**src/hdl/timeline_window_event_generator_defines.svh**
```systemverilog
// ---------------------------------------------------------------------------
// timeline window event generator assertion macros
// concurrent checks, compiled out for synthesis
// ---------------------------------------------------------------------------
`ifndef TIMELINE_WINDOW_EVENT_GENERATOR_DEFINES_SVH
`define TIMELINE_WINDOW_EVENT_GENERATOR_DEFINES_SVH

`ifndef SYNTHESIS
// antecedent implies consequent in the same cycle
`define TWE_ASSERT_SAME(lbl, clk, rst, ante, cons) \
   lbl: assert property (@(posedge clk) disable iff (rst) (ante) |-> (cons)) \
      else $error("twe check failed");
// antecedent implies consequent in the next cycle
`define TWE_ASSERT_NEXT(lbl, clk, rst, ante, cons) \
   lbl: assert property (@(posedge clk) disable iff (rst) (ante) |=> (cons)) \
      else $error("twe check failed");
// condition never holds
`define TWE_ASSERT_NEVER(lbl, clk, rst, cond) \
   lbl: assert property (@(posedge clk) disable iff (rst) !(cond)) \
      else $error("twe check failed");
`else
`define TWE_ASSERT_SAME(lbl, clk, rst, ante, cons)
`define TWE_ASSERT_NEXT(lbl, clk, rst, ante, cons)
`define TWE_ASSERT_NEVER(lbl, clk, rst, cond)
`endif

`endif

```
**src/hdl/twe_pkg.sv**
```systemverilog
// ---------------------------------------------------------------------------
// twe_pkg
// shared types and constants of the timeline window event generator
// ---------------------------------------------------------------------------
package twe_pkg;

   localparam int TIME_W      = 32;
   localparam int SPAN_W      = 31;
   localparam int SPEED_W     = 16;
   localparam int EVENT_DEPTH = 16;
   localparam int CNT_W       = 5;
   localparam int WINDOWS_DEF = 8;
   localparam int CSR_IDX_W   = 3;
   localparam int CSR_DATA_W  = 31;

   localparam logic [SPEED_W-1:0] SPEED_ONE = 16'd4096;

   // register indexes
   typedef enum logic [CSR_IDX_W-1:0] {
      CSR_LOOP_MODE      = 3'd0,
      CSR_CYCLE_LENGTH   = 3'd1,
      CSR_WINDOWS_IN_USE = 3'd2,
      CSR_EVENT_LIMIT    = 3'd3,
      CSR_TIME_SCALE     = 3'd4
   } twe_csr_idx_type;

   typedef enum logic [1:0] {
      EV_ENTER = 2'd0,
      EV_EXIT  = 2'd1,
      EV_NONE  = 2'd2
   } twe_evkind_type;

   typedef struct packed {
      logic                 loop_mode;
      logic [SPAN_W-1:0]    cycle_length;
      logic [3:0]           windows_in_use;
      logic [CNT_W-1:0]     event_limit;
      logic [SPEED_W-1:0]   time_scale;
   } twe_cfg_type;

   // queue entry: a scaled query or a table load
   typedef struct packed {
      logic              is_load;
      logic [2:0]        slot;
      logic [TIME_W-1:0] a;
      logic [TIME_W-1:0] b;
   } twe_item_type;

   typedef struct packed {
      twe_evkind_type    kind;
      logic [2:0]        win;
      logic [TIME_W-1:0] etime;
   } twe_event_type;

   typedef enum logic [2:0] {
      F_IDLE, F_MUL_P, F_MUL_C, F_SAT_C, F_PUSH
   } twe_front_state_type;

   typedef enum logic [2:0] {
      B_IDLE, B_MOD, B_WALK, B_OUT, B_NONE
   } twe_back_state_type;

endpackage

```
**src/hdl/twe_fifo.sv**
```systemverilog
// ---------------------------------------------------------------------------
// twe_fifo
// two-entry queue between the front and back parts
// ---------------------------------------------------------------------------
module twe_fifo (
   input  logic                  clock,
   input  logic                  reset,
   input  logic                  push_valid,
   output logic                  push_ready,
   input  twe_pkg::twe_item_type push_data,
   output logic                  pop_valid,
   input  logic                  pop_ready,
   output twe_pkg::twe_item_type pop_data
);

   twe_pkg::twe_item_type entry_ff [2];
   logic                  wr_ptr_ff, wr_ptr_in;
   logic                  rd_ptr_ff, rd_ptr_in;
   logic [1:0]            count_ff, count_in;
   logic                  do_push, do_pop;

   assign push_ready = (count_ff != 2'd2);
   assign pop_valid  = (count_ff != 2'd0);
   assign pop_data   = entry_ff[rd_ptr_ff];
   assign do_push    = push_valid && push_ready;
   assign do_pop     = pop_valid && pop_ready;

   // pointers and fill count
   always_comb begin
      wr_ptr_in = do_push ? ~wr_ptr_ff : wr_ptr_ff;
      rd_ptr_in = do_pop ? ~rd_ptr_ff : rd_ptr_ff;
      count_in  = count_ff + {1'b0, do_push} - {1'b0, do_pop};
   end

   always_ff @(posedge clock) begin
      if (reset) begin
         wr_ptr_ff <= 1'b0;
         rd_ptr_ff <= 1'b0;
         count_ff  <= 2'd0;
      end else begin
         wr_ptr_ff <= wr_ptr_in;
         rd_ptr_ff <= rd_ptr_in;
         count_ff  <= count_in;
      end
   end

   always_ff @(posedge clock) begin
      if (do_push)
         entry_ff[wr_ptr_ff] <= push_data;
   end

endmodule

```
**config.mk**
```make
export PLATFORM = sky130hd
export DESIGN_NAME = twe_fifo
export DESIGN_NICKNAME = d
export VERILOG_FILES = /design/src/hdl/timeline_window_event_generator_defines.svh /design/src/hdl/twe_pkg.sv /design/src/hdl/twe_fifo.sv
export SDC_FILE = /design/constraint.sdc
export NUM_CORES = 1
export LEC_CHECK = 0
export ABC_AREA = 0
export BUFFER_PORTS_ARGS = -buffer_cell sky130_fd_sc_hd__buf_2
export CORE_UTILIZATION = 47
export DETAILED_ROUTE_END_ITERATION = 8
export PLACE_DENSITY_LB_ADDON = 0.05
export SETUP_SLACK_MARGIN = 0.02
export SLEW_MARGIN = 20
export SYNTH_ARGS = -nofsm -noshare
export SYNTH_HDL_FRONTEND = slang
export SYNTH_SLANG_ARGS = --single-unit
```
**constraint.sdc**
```tcl
create_clock -name clock -period 3.9 [get_ports clock]
set_input_delay 0.195 -clock clock [delete_from_list [all_inputs] [get_ports clock]]
set_output_delay 0.195 -clock clock [all_outputs]
set_load 0.005 [all_outputs]
```
## Word-level counts from Yosys, hierarchy flattened

Memories as Yosys holds them, arrays and structs flattened. A register that Yosys moved wholly into a read port is not among the register bits.
Cells that the tools add are included.

| word-level totals | value |
|---|---|
| flip-flop bits (word level) | 4 |
| bits in writable memories | 136 |
| memories | 1 |

Memory list:

| name | depth | bits a word | rd ports | clocked after memory_dff | write ports | RTL line | source |
|---|---|---|---|---|---|---|---|
| entry_ff | 2 | 68 | 1 | 1 | 1 | twe_fifo.sv:16 | `twe_pkg::twe_item_type entry_ff [2];` |

| cells by class | value |
|---|---|
| add/sub/neg operators | 2 |
| equal/unequal tests | 1 |
| muxes and demuxes | 4 |
| bitwise operators | 2 |
| reductions and logical operators | 3 |

Operator list:

| operator | count |
|---|---|
| $mux 1 | 4 |
| $add 2x1->2 | 1 |
| $logic_and 1x1->1 | 2 |
| $ne 2x2->1 const B | 1 |
| $not 1->1 | 2 |
| $reduce_bool 2->1 | 1 |
| $sub 2x1->2 | 1 |

## Longest topological paths before layout

Gate-level depths: netlist (run 1).

| depth | value |
|---|---|
| depth in word-level cells | 4 |
| gate-level depth with buffers | 8 |
| mapped depth without buffers | 8 |

## Least setup slack after synthesis (run 1)

OpenSTA, ideal clock, no wires.

| timing | value |
|---|---|
| path type | reg-to-reg |
| start point | reg count_ff[0] |
| end point | mem entry_ff[0][0] in the netlist's numbering (enable) |
| arrival time | 3.437 ns |
| required time | 3.406 ns |
| slack | -0.031 ns |
| stages on the path, launching flop included | 4 |
| buffers on the path | 0 |
| clock period less this slack | 3.931 ns |
| path through | dfxtp_1 nand2b_1 nand2_1 nor2_1 |

| on the way | value |
|---|---|
| word-level cells in the longest chain between the ends | 4 |

RTL lines:

| what | RTL line | source |
|---|---|---|
| from (decl) | twe_fifo.sv:19 | `logic [1:0] count_ff, count_in;` |
| from (signal assigned) | twe_fifo.sv:43 | `count_ff <= count_in;` |
| $ne 2x2->1 | twe_fifo.sv:22 | `assign push_ready = (count_ff != 2'd2);` |
| via push_ready | twe_fifo.sv:9 | `output logic push_ready,` |
| $logic_and 1x1->1 | twe_fifo.sv:25 | `assign do_push = push_valid && push_ready;` |
| $mux 1 | twe_fifo.sv:48 | `if (do_push)` |
| $mux 1 (implied by the code) | twe_fifo.sv:49 | `entry_ff[wr_ptr_ff] <= push_data;` |
| to (decl) | twe_fifo.sv:16 |  |

The timed path passes the listed nets, and every way through them passes these cells.

==> results of run 1 <==
-- power groups by stage --
| stage | registers, mW | clock network [mW] | logic [mW] |
|---|---|---|---|
| 6_report | 2.06 | 1.59 | 0.866 |
| 5_1_grt | 2.08 | 1.68 | 0.944 |
| 4_1_cts | 2.06 | 1.62 | 0.884 |
| 3_5_place_dp | 2.09 | 0 | 0.825 |
| 3_3_place_gp | 2.08 | 0 | 0.822 |
| 2_1_floorplan | 1.98 | 0 | 0.593 |
-- synthesized netlist by cell type (all sizes together) --
master and number:
or2 1, xnor2 2, nand2b 1, xor2 1
ha 2, o21a 1, nor2b 2, mux2 69
dfxtp 5, inv 1, and3 1, nand2 1
buf 8, nor2 5, edfxtp 136
-- path summary, 6_finish.rpt --
kind / start / endpoint / slack, ps
setup / recovery: flop / pop_data[8] / 1560
hold / removal: pop_ready / flop / 120
setup reg to reg: count_ff[0]$_SDFF_PP0_ / entry_ff[1][24]$_DFFE_PP_ / 1950
hold reg to reg: rd_ptr_ff$_SDFFE_PP0P_ / flop / 520
-- sequential cells by signal, summed over array words and instances, names as in the netlist, named ones only --
register and flops:
entry_ff 136, count_ff 2, rd_ptr_ff 1, wr_ptr_ff 1
-- worst max-delay path, stage by stage, from the launching register on --
cell and delay, ps:
dfxtp_4 1020, mux2_2 430, buf_2 130
-- routing by layer --
metal | global-route usage, % | routed length, µm
met1 | 18.72 | 3725
met2 | 29.22 | 4807
met3 | 6.780 | 680
met4 | 7.632 | 125
met5 | 0 | 0
-- through the flow --
step	area (µm²)	cells	setup WS (ps)	total power [mW]	utilization, %
4_1_cts	7363	613	1498	4.571	67.92
3_3_place_gp	6081	512	1944	2.904	56.09
2_1_floorplan	5228	236	1107	2.574	-
6_report	7363	613	1558	4.507	67.92
5_1_grt	7363	613	1441	4.712	67.92
3_5_place_dp	6081	512	1926	2.917	56.09
-- layout make-up --
class	instances	area (µm²)	area share (%)
multi-input combinational	86	973.4	13.22
clock buffer	17	414.1	5.624
inverter	1	3.754	0.05098
timing repair buffer	213	1431	19.44
tap	140	175.2	2.379
clock inverter	15	177.7	2.413
sequential	141	4188	56.87
-- logic make-up (layout without fill, tap and decap cells) --
| logic type | count (synthesis) | after routing | synth area share (%) |
|---|---|---|---|
| buffers and inverters | 9 | 246 | 1.461 |
| AND/OR/NAND/NOR | 11 | 11 | 1.030 |
| AO/OA/AOI/OAI | 1 | 1 | 0.1437 |
| XOR/XNOR | 3 | 3 | 0.5030 |
| multiplexers | 69 | 69 | 16.31 |
| flip-flops | 141 | 141 | 80.08 |
| adder cells (fa/ha/maj) | 2 | 2 | 0.4789 |
-- repair_timing --
action	CTS	global route
hold buffers	69	0
hold endpoints to repair	140	0
gates resized for setup	0	0
-- layout by cell type, fill, tap and decap left out, types with 2 or more instances in the layout --
master           n
ha_1             2
clkinvlp_4       2
mux2_4          20
edfxtp_1       136
buf_2          141
bufinv_16        4
clkinv_1         2
nor2_1           4
clkbuf_16       16
clkinv_2         7
buf_4            2
xnor2_1          2
dlygate4sd3_1   69
dfxtp_1          4
nor2b_1          2
mux2_2          49
==> impl_results.md, run 1 <==
- Fin crit share: around three fifths
- Post-route DRC: 0
- Vias in the first global route: just over 3000
- Via density: 4.674
- Synth unique cells: 18
- Worst reg2reg path depth: 3
- Synthesized net count: between 300 and 400
- CTS root buffer: clkbuf_8
- Area delta synth->final: 40.92%
- Layout Skew: 6.078 ps
- Sequential fraction of the synthesis area: between 80% and 90%
- Maximum vdd drop: approximately 0.35 mV
- Switching share of power: around a quarter
- Final Critical Period: 2342 ps
- Routability Congestion: 0.6637
- Slew HR: between 30% and 40%
- TritonCTS clock tree: built
- Synth top area share: between 70% and 80%
- Number of diodes: 0
- Leakage: approximately 2.9 nW
- Pwr dens: around 610 nW/µm²
- Largest cells by area after synthesis: edfxtp_1 (78%), mux2_2 (11%), mux2_4 (5.7%)
- Drt pass-1 iters: 4
- Hold_ws: approximately 120 ps
- DIE AREA: roughly 12000 µm²
- Clk sinks: around 140
- Layout cells sized above 1: a little over half
- Routed Antenna Nets: 0
- Post-detail-place hpwl: roughly 5.5 mm
- Yosys reg bits: 141
- Iter 0 DRT Violations: just under 80
- Avg Cell Area, Syn: between 20 and 25 µm²
- Clock buffer depth: 2
- Cell taking the most area after synthesis: edfxtp_1
- Clock Latency Late Sink: around 500 ps
- Gr ovfl total: 0
- Row count: 38
- Gate power share: between 10% and 20%
- Cell count after synthesis: 236
- Setup_tns: 0 ps
- Largest net degree at the start of global routing: 69
- Unrepaired setup endpoints after global routing: no
- Endpoints failing setup: 0
- Post-synthesis cell area: around 5200 µm²
- Inserted Clock Buffers: 17
- First-pass GRT wire length: ~14 mm
- Yosys warns: 0
- Top Ports: ~140
- Avg WL per Cell: approximately 15 µm
- Worst path arrival time: 2150 ps
- Setup Buffers After CTS: 0
- Status: completed
- Psw: approximately 1.1 mW
- Core box area: 10840 µm²
- Final Hold Viols: 0
- FMAX: 0.4271 GHz
- Antenna violations before repair: 0
- Internal: between 3 and 4 mW
- Max Slew Vio Count: 0
- Worst hold path depth: 4
- Clock share of power: about a third
- Tot GR Track Use: between 10% and 20%
- Worst Setup End Kind: output pin
- Detailed Route WL: ~9.3 mm
- Required time of the critical path: between 3000 and 4000 ps
- Startpoint Class: flop
- Starting Density: 48.20%
- Vias: between 2000 and 3000
- Post-layout nets: 534
- Slew @ Worst Pin: 1046 ps
- Maxcap violations: 0
- Htree depth: 4
- Reg power frac: between 40 and 50%
- DIE HEIGHT: around 110 µm
- PortBufs: between 100 and 150
- Clk slew on worst S/H paths: ~60 ps
- CP Class: flop to output pin
- Chip width: roughly 110 µm
- CP max FO: 68
- Fill cell count: ~770
- Type of the most critical hold path: input port to flop
(Power assumes the default switching activity.)
==> inputs of run 2 (changes only) <==
--- a/config.mk
+++ b/config.mk
@@ -5,9 +5,9 @@
 export SDC_FILE = /design/constraint.sdc
 export NUM_CORES = 1
 export LEC_CHECK = 0
-export ABC_AREA = 0
+export ABC_AREA = 1
 export BUFFER_PORTS_ARGS = -buffer_cell sky130_fd_sc_hd__buf_2
-export CORE_UTILIZATION = 47
+export CORE_UTILIZATION = 52
 export DETAILED_ROUTE_END_ITERATION = 8
 export PLACE_DENSITY_LB_ADDON = 0.05
 export SETUP_SLACK_MARGIN = 0.02
==> constraint.sdc (replaced) <==
create_clock -name clock -period 2.3 [get_ports clock]
set_input_delay 0.115 -clock clock [delete_from_list [all_inputs] [get_ports clock]]
set_output_delay 0.115 -clock clock [all_outputs]
set_load 0.005 [all_outputs]
==> impl_results.md, run 2 <==
- Most common cell after layout, fill and taps aside: buf_2
- Synth top area share: 77.92% (-0.24 points)
- Number of diodes: 0 (unchanged)
- Via density: 4.790 (+2.5%)
- Maximum vdd drop: 0.6498 mV (+86%)
- Post-synthesis cell area: 5241 µm² (+0.31%)
- Critical Path End: pop_data[46]
- Max reg flops: 136 (unchanged)
- Worst path arrival time: 1930 ps (-220 ps)
- Clk slew on worst S/H paths: 60 ps (about the same)
- Avg Cell Area, Syn: 21.05 µm² (-4.9%)
- Core box area: 9774 µm² (-9.8%)
- PortBufs: 141 (unchanged)
- Row count: 36 (-5.3%)
- First-pass GRT wire length: 14.13 mm (-1.2%)
- Largest cells by area after synthesis: edfxtp_1 (78%), mux2_2 (10%), mux2_4 (5.7%)
- FFs w/ async S/R, synth: 0% (unchanged)
- Detailed Route WL: 9.565 mm (+2.4%)
- Capture point of the worst reg-to-reg path: count_ff[1]$_SDFF_PP0_
- Sequential fraction of the synthesis area: 79.83% (-0.25 points)
- Starting Density: 53.62% (+5.4 points)
- Inserted Clock Buffers: 17 (unchanged)
- Setup Slack @ Placement: 732.2 ps (-1193 ps)
- Reg2reg start: count_ff[0]$_SDFF_PP0_
- Area after DPL: 6131 µm² (+0.82%)
- Post-Synth XOR/XNOR Area: 0% (-0.50 points)
- Largest net degree at the start of global routing: 69 (unchanged)
- FMAX: between 0.4 and 0.5 GHz
- Leakage: 2.899 nW (+1.6%)
- Synth unique cells: 13 (-5)
- Fin util: 76.25% (+8.3 points)
- CTS root buffer: clkbuf_8
- Area delta synth->final: 42.21%
- Layout Skew: 7.233 ps (+1.156 ps)
- Highest-count cells in the layout ignoring fill and taps: buf_2 (141), edfxtp_1 (136), dlygate4sd3_1 (71)
- CP max FO: 29 (-57%)
- Cell count after synthesis: 249 (+5.5%)
- Vias: 2984 (+4.2%)
- Maxcap violations: 0 (unchanged)
- Drt pass-1 iters: 4 (unchanged)
- Largest family of logic cells by synthesized area: multiplexers
- Clock Latency Late Sink: 500 ps (about the same)
- Synth cell count leaders: edfxtp_1 (136), mux2_2 (48), mux2_4 (20), nor2_1 (9)
- DIE HEIGHT: 102.4 µm (-4.7%)
- Htree depth: 4 (unchanged)
- Post-synth EDFFs: 136 (unchanged)
- Cell taking the most area after synthesis: edfxtp_1
- Compound-gate portion of the synthesized area: 0.1910% (+0.047 points)
- Most frequent cell after synthesis: edfxtp_1
- Worst Setup End Kind: output pin
- Avg WL per Cell: 15.35 µm (+0.78%)
- Clk sinks: 141 (unchanged)
- TritonCTS clock tree: built
- Top Ports: 142 (unchanged)
- Routability Congestion: 0.7368 (+11%)
- Top Registers: entry_ff: 136 flops, count_ff: 2 flops
- Yosys warns: 0 (unchanged)
- Post-layout nets: 551 (+3.2%)
- Startpoint Class: flop
- Primary FF master, synth: edfxtp_1
- Tot GR Track Use: 18.89% (+1.8 points)
- CP Class: flop to output pin
- Post-route DRC: 0 (unchanged)
- Vias in the first global route: 3021 (-2.3%)
- Antenna violations before repair: 0 (unchanged)
- Mux cell area share after synthesis: 16.04% (-0.27 points)
- Routed Antenna Nets: 0 (unchanged)
- CTS resizes: 0 (unchanged)
- Post-detail-place hpwl: 5.460 mm (-1.3%)
- Final Hold Viols: 0 (unchanged)
- Type of the most critical hold path: input port to flop
- Hold_ws: 311.3 ps (+186.3 ps)
- Setup ws final: 253.6 ps (-1305 ps)
- Yosys reg bits: 141 (unchanged)
- Post-Synth Simple-Gate Area: 1.504% (+0.47 points)
- Iter 0 DRT Violations: 122 (+58%)
- Required time of the critical path: 2180 ps (-1520 ps)
- Slew @ Worst Pin: 419.5 ps (-626.7 ps)
- R2R setup slack: 700 ps (-1250 ps)
- Clock buffer depth: 2 (unchanged)
- Slew HR: 72.03% (+42 points)
- Worst reg2reg path depth: 10 (+7)
- Chip width: 102.4 µm (-4.7%)
- Final instance area: 7453 µm² (+1.2%)
- Gr ovfl total: 0 (unchanged)
- Endpoints failing setup: 0 (unchanged)
- Final Critical Period: about 2000 ps
- Setup_tns: 0 ps (unchanged)
- DIE AREA: 10480 µm² (-9.2%)
- Status: completed
- Synth Area in Adders: 0.4774% (-0.0015 points)
- Pwr dens: 1041 nW/µm² (+70%)
- Unrepaired setup endpoints after global routing: no
- Biggest register: entry_ff
- Max Slew Vio Count: 0 (unchanged)
- Fin crit share: 88.97%
- Layout cells sized above 1: 50.20% (-2.0 points)
- Synthesized net count: 323 (+4.2%)
==> run 2: stage by stage <==
stage	instances	power, mW
after floorplan	249	4.359
after global placement	520	4.933
after detailed placement	520	4.955
after CTS	623	7.824
after global routing	623	8.113
final	623	7.757
==> run 2: routing by layer <==
| layer | GRT usage, % | wire [µm] | vias up |
|---|---|---|---|
| met5 | 0 | 0 | - |
| met4 | 7.692 | 114 | 0 |
| met3 | 7.798 | 707 | 10 |
| met2 | 33.25 | 4992 | 114 |
| met1 | 20.08 | 3750 | 1431 |
| li1 | - | - | 1429 |
==> run 2: layout make-up <==
type / count / area (µm²)
Sequential cell: 141 / 4188
Fill cell: 588 / 2321
Timing Repair Buffer: 217 / 1491
Multi-Input combinational cell: 92 / 962.2
Clock buffer: 19 / 421.7
Clock inverter: 13 / 190.2
Tap cell: 133 / 166.4
Inverter: 8 / 33.78
==> run 2: worst max-delay path, cell delays in order (launching register included) <==
cell     delay (ps)
dfxtp_4         620
buf_4           310
mux2_2          370
buf_2           130
==> run 2: where the power goes <==
part	total (mW)	switching, mW	internal (mW)
registers	3.41	0.158	3.25
clock network	2.76	0.994	1.77
logic	1.58	0.704	0.879
total	7.76	1.86	5.90
==> run 2: how the worst min path moves through the flow <==
| stage | startpoint | cells after the start | slack, ps | end |
|---|---|---|---|---|
| after floorplan | reset | 1 | 190 | count_ff[0]$_SDFF_PP0_ |
| after global placement | reset | 2 | 290 | count_ff[0]$_SDFF_PP0_ |
| after detailed placement | reset | 2 | 300 | count_ff[0]$_SDFF_PP0_ |
| after CTS | reset | 3 | 280 | count_ff[0]$_SDFF_PP0_ |
| after global routing | reset | 3 | 310 | count_ff[0]$_SDFF_PP0_ |
| final | reset | 3 | 310 | count_ff[0]$_SDFF_PP0_ |
==> run 2: cell families (layout without fill, tap and decap cells) <==
| family | after synthesis | count (layout) |
|---|---|---|
| AO/OA/AOI/OAI | 2 | 2 |
| adder cells (fa/ha/maj) | 2 | 2 |
| buffers and inverters | 16 | 257 |
| flip-flops | 141 | 141 |
| multiplexers | 68 | 68 |
| AND/OR/NAND/NOR | 20 | 20 |
==> run 2: what timing repair did <==
item	CTS	global route
endpoints found under the hold margin	141	0
hold buffers	71	0
buffers inserted	0	0
==> inputs of run 3 (changes only) <==
--- a/config.mk
+++ b/config.mk
@@ -7,7 +7,8 @@
 export LEC_CHECK = 0
 export ABC_AREA = 1
 export BUFFER_PORTS_ARGS = -buffer_cell sky130_fd_sc_hd__buf_2
-export CORE_UTILIZATION = 52
+export CORE_MARGIN = 10
+export CORE_UTILIZATION = 30
 export DETAILED_ROUTE_END_ITERATION = 8
 export PLACE_DENSITY_LB_ADDON = 0.05
 export SETUP_SLACK_MARGIN = 0.02
==> impl_results.md, run 3 (synthesis gave the netlist of run 2 again) <==
- Clock buffer depth: 2 (unchanged)
- Pwr dens: 1064 nW/µm² (+2.3%)
- Setup Slack @ Placement: 745.8 ps (+13.64 ps)
- Leakage: 2.940 nW (+1.4%)
- Area delta synth->final: 45.52%
- Core box area: 17240 µm² (+76%)
- Avg WL per Cell: 15.87 µm (+3.4%)
- DIE HEIGHT: 152.2 µm (+49%)
- WP buf/inv: 2 (unchanged)
- Fin crit share: 83.09% (-5.9 points)
- Htree depth: 4 (unchanged)
- Final instance area: 7627 µm² (+2.3%)
- Maxcap violations: 0 (unchanged)
- Startpoint Class: flop
- Inserted Clock Buffers: 17 (unchanged)
- Via density: 4.129 (-14%)
- Iter 0 DRT Violations: 137 (+12%)
- Type of the most critical hold path: input port to flop
- Most common cell after layout, fill and taps aside: buf_2
- Slew @ Worst Pin: 399.5 ps (-20.03 ps)
- Final Critical Period: 1911 ps (-135.4 ps)
- FMAX: 0.5233 GHz (+7.1%)
- Clk sinks: 141 (unchanged)
- Layout cells sized above 1: 50.72% (+0.51 points)
- Clk slew on worst S/H paths: 60 ps (about the same)
- Slew HR: 73.37% (+1.3 points)
- Worst Setup End Kind: output pin
- Layout Skew: 5.091 ps (-2.142 ps)
- Routability Congestion: 0.6705 (-9.0%)
- TritonCTS clock tree: built
- Routed Antenna Nets: 0 (unchanged)
- DIE AREA: 23160 µm² (+120%)
- Hold_ws: 43.66 ps (-267.6 ps)
- Tot GR Track Use: 9.798% (-9.1 points)
- CP top delay family: flip-flops
- CTS root buffer: clkbuf_16
- Row count: 48 (+33%)
- Post-route DRC: 0 (unchanged)
- Clock share of power: 37.6% (+2.0 points)
- Unrepaired setup endpoints after global routing: no
- Required time of the critical path: 2180 ps (about the same)
- Top Ports: 142 (unchanged)
- Setup Buffers After CTS: 0 (unchanged)
- Gr ovfl total: 0 (unchanged)
- Gate power share: 20.6% (+0.2 points)
- Status: completed
- CP max FO: 26 (-10%)
- PortBufs: 141 (unchanged)
- Number of diodes: 0 (unchanged)
- Biggest register: entry_ff
- Chip width: 152.2 µm (+49%)
- Worst path arrival time: 1800 ps (-130 ps)
- Drt pass-1 iters: 4 (unchanged)
- Detailed Route WL: 11.33 mm (+18%)
- Switching share of power: 23.85% (-0.083 points)
- Endpoints failing setup: 0 (unchanged)
- R2R setup slack: 740 ps (+40 ps)
- Post-layout nets: 550 (-0.18%)
- Area after DPL: 6259 µm² (+2.1%)
- Max reg flops: 136 (unchanged)
- Highest-count cells in the layout ignoring fill and taps: buf_2 (141), edfxtp_1 (136), dlygate4sd3_1 (70)
- Post-detail-place hpwl: 7.306 mm (+34%)
- Slowest cell on the critical path: dfxtp_4
- Crit-path max cell delay: 600 ps (-20 ps)
- Critical path, cell by cell: buf_12 > mux2_2 > buf_2
- Antenna violations before repair: 0 (unchanged)
- Setup ws final: 389.0 ps (+135.4 ps)
- Vias: 2948 (-1.2%)
- Largest net degree at the start of global routing: 67 (-2.9%)
- Clock Latency Late Sink: 400 ps (-100 ps)
- Vias in the first global route: 3212 (+6.3%)
- Starting Density: 30.41% (-23 points)
- Reg power frac: 41.8% (-2.2 points)
- CP Class: flop to output pin
- Maximum vdd drop: 0.4912 mV (-24%)
- Final Hold Viols: 0 (unchanged)
- First-pass GRT wire length: 17.57 mm (+24%)
- Fin util: 44.25% (-32 points)
- Top Registers: entry_ff: 136 flops, count_ff: 2 flops
- Psw: 1.936 mW (+4.3%)
- Setup_tns: 0 ps (unchanged)
- Internal: 6.182 mW (+4.8%)
- Max Slew Vio Count: 0 (unchanged)
-- run 3: cell types whose count changed in the layout (fill, tap and decap cells not counted), sizes merged --
cell / change
clkbuf: -2
clkinvlp: -3
bufinv: +2
dlygate4sd3: -1
clkinv: +3
-- run 3: metal layers --
| metal | vias to the layer above | global-route usage, % | share of wire (%) |
|---|---|---|---|
| met3 | 13 | 4.431 | 7.0 |
| met4 | 0 | 3.851 | 1.2 |
| met5 | - | 0 | 0 |
| met1 | 1417 | 11.59 | 45 |
| met2 | 97 | 15.26 | 47 |
| li1 | 1421 | - | - |
-- run 3: power groups by stage --
stage	Clock [mW]	Combinational (mW)	Sequential [mW]
after floorplan	0	0.984	3.38
after global placement	0	1.65	3.44
after detailed placement	0	1.65	3.45
after CTS	3.14	1.75	3.40
after global routing	3.28	1.86	3.43
final	3.05	1.67	3.39
-- run 3: worst paths after layout --
check | end | cells after the start | startpoint
worst max register to register | count_ff[1]$_SDFF_PP0_ | 10 | count_ff[0]$_SDFF_PP0_
worst min register to register | flop | 2 | rd_ptr_ff$_SDFFE_PP0P_
worst min-delay path | flop | 4 | pop_ready
worst max-delay path | pop_data[1] | 3 | flop
-- run 3: metrics by stage --
stage | instances | power (mW)
floorplan | 249 | 4.359
global placement | 612 | 5.090
detailed placement | 612 | 5.101
CTS | 714 | 8.290
global route | 714 | 8.566
finish | 714 | 8.118
-- run 3: repair_timing --
action                                 4_1_cts  5_1_grt
endpoints found under the hold margin      138        0
gates resized for setup                      0        0
hold buffers                                70        0
-- run 3: cell type report --
cell class                      instances  area, µm²
Multi-Input combinational cell         92      962.2
Tap cell                              225      281.5
Fill cell                            1551       9609
Sequential cell                       141       4188
Clock inverter                         15      242.7
Clock buffer                           17      425.4
Timing Repair Buffer                  216       1494
Inverter                                8      33.78
-- run 3: worst min-delay path, cell delays in order --
cell,delay [ps]
buf_2,110
nand3_1,80
nand2_1,70
nor2_1,40
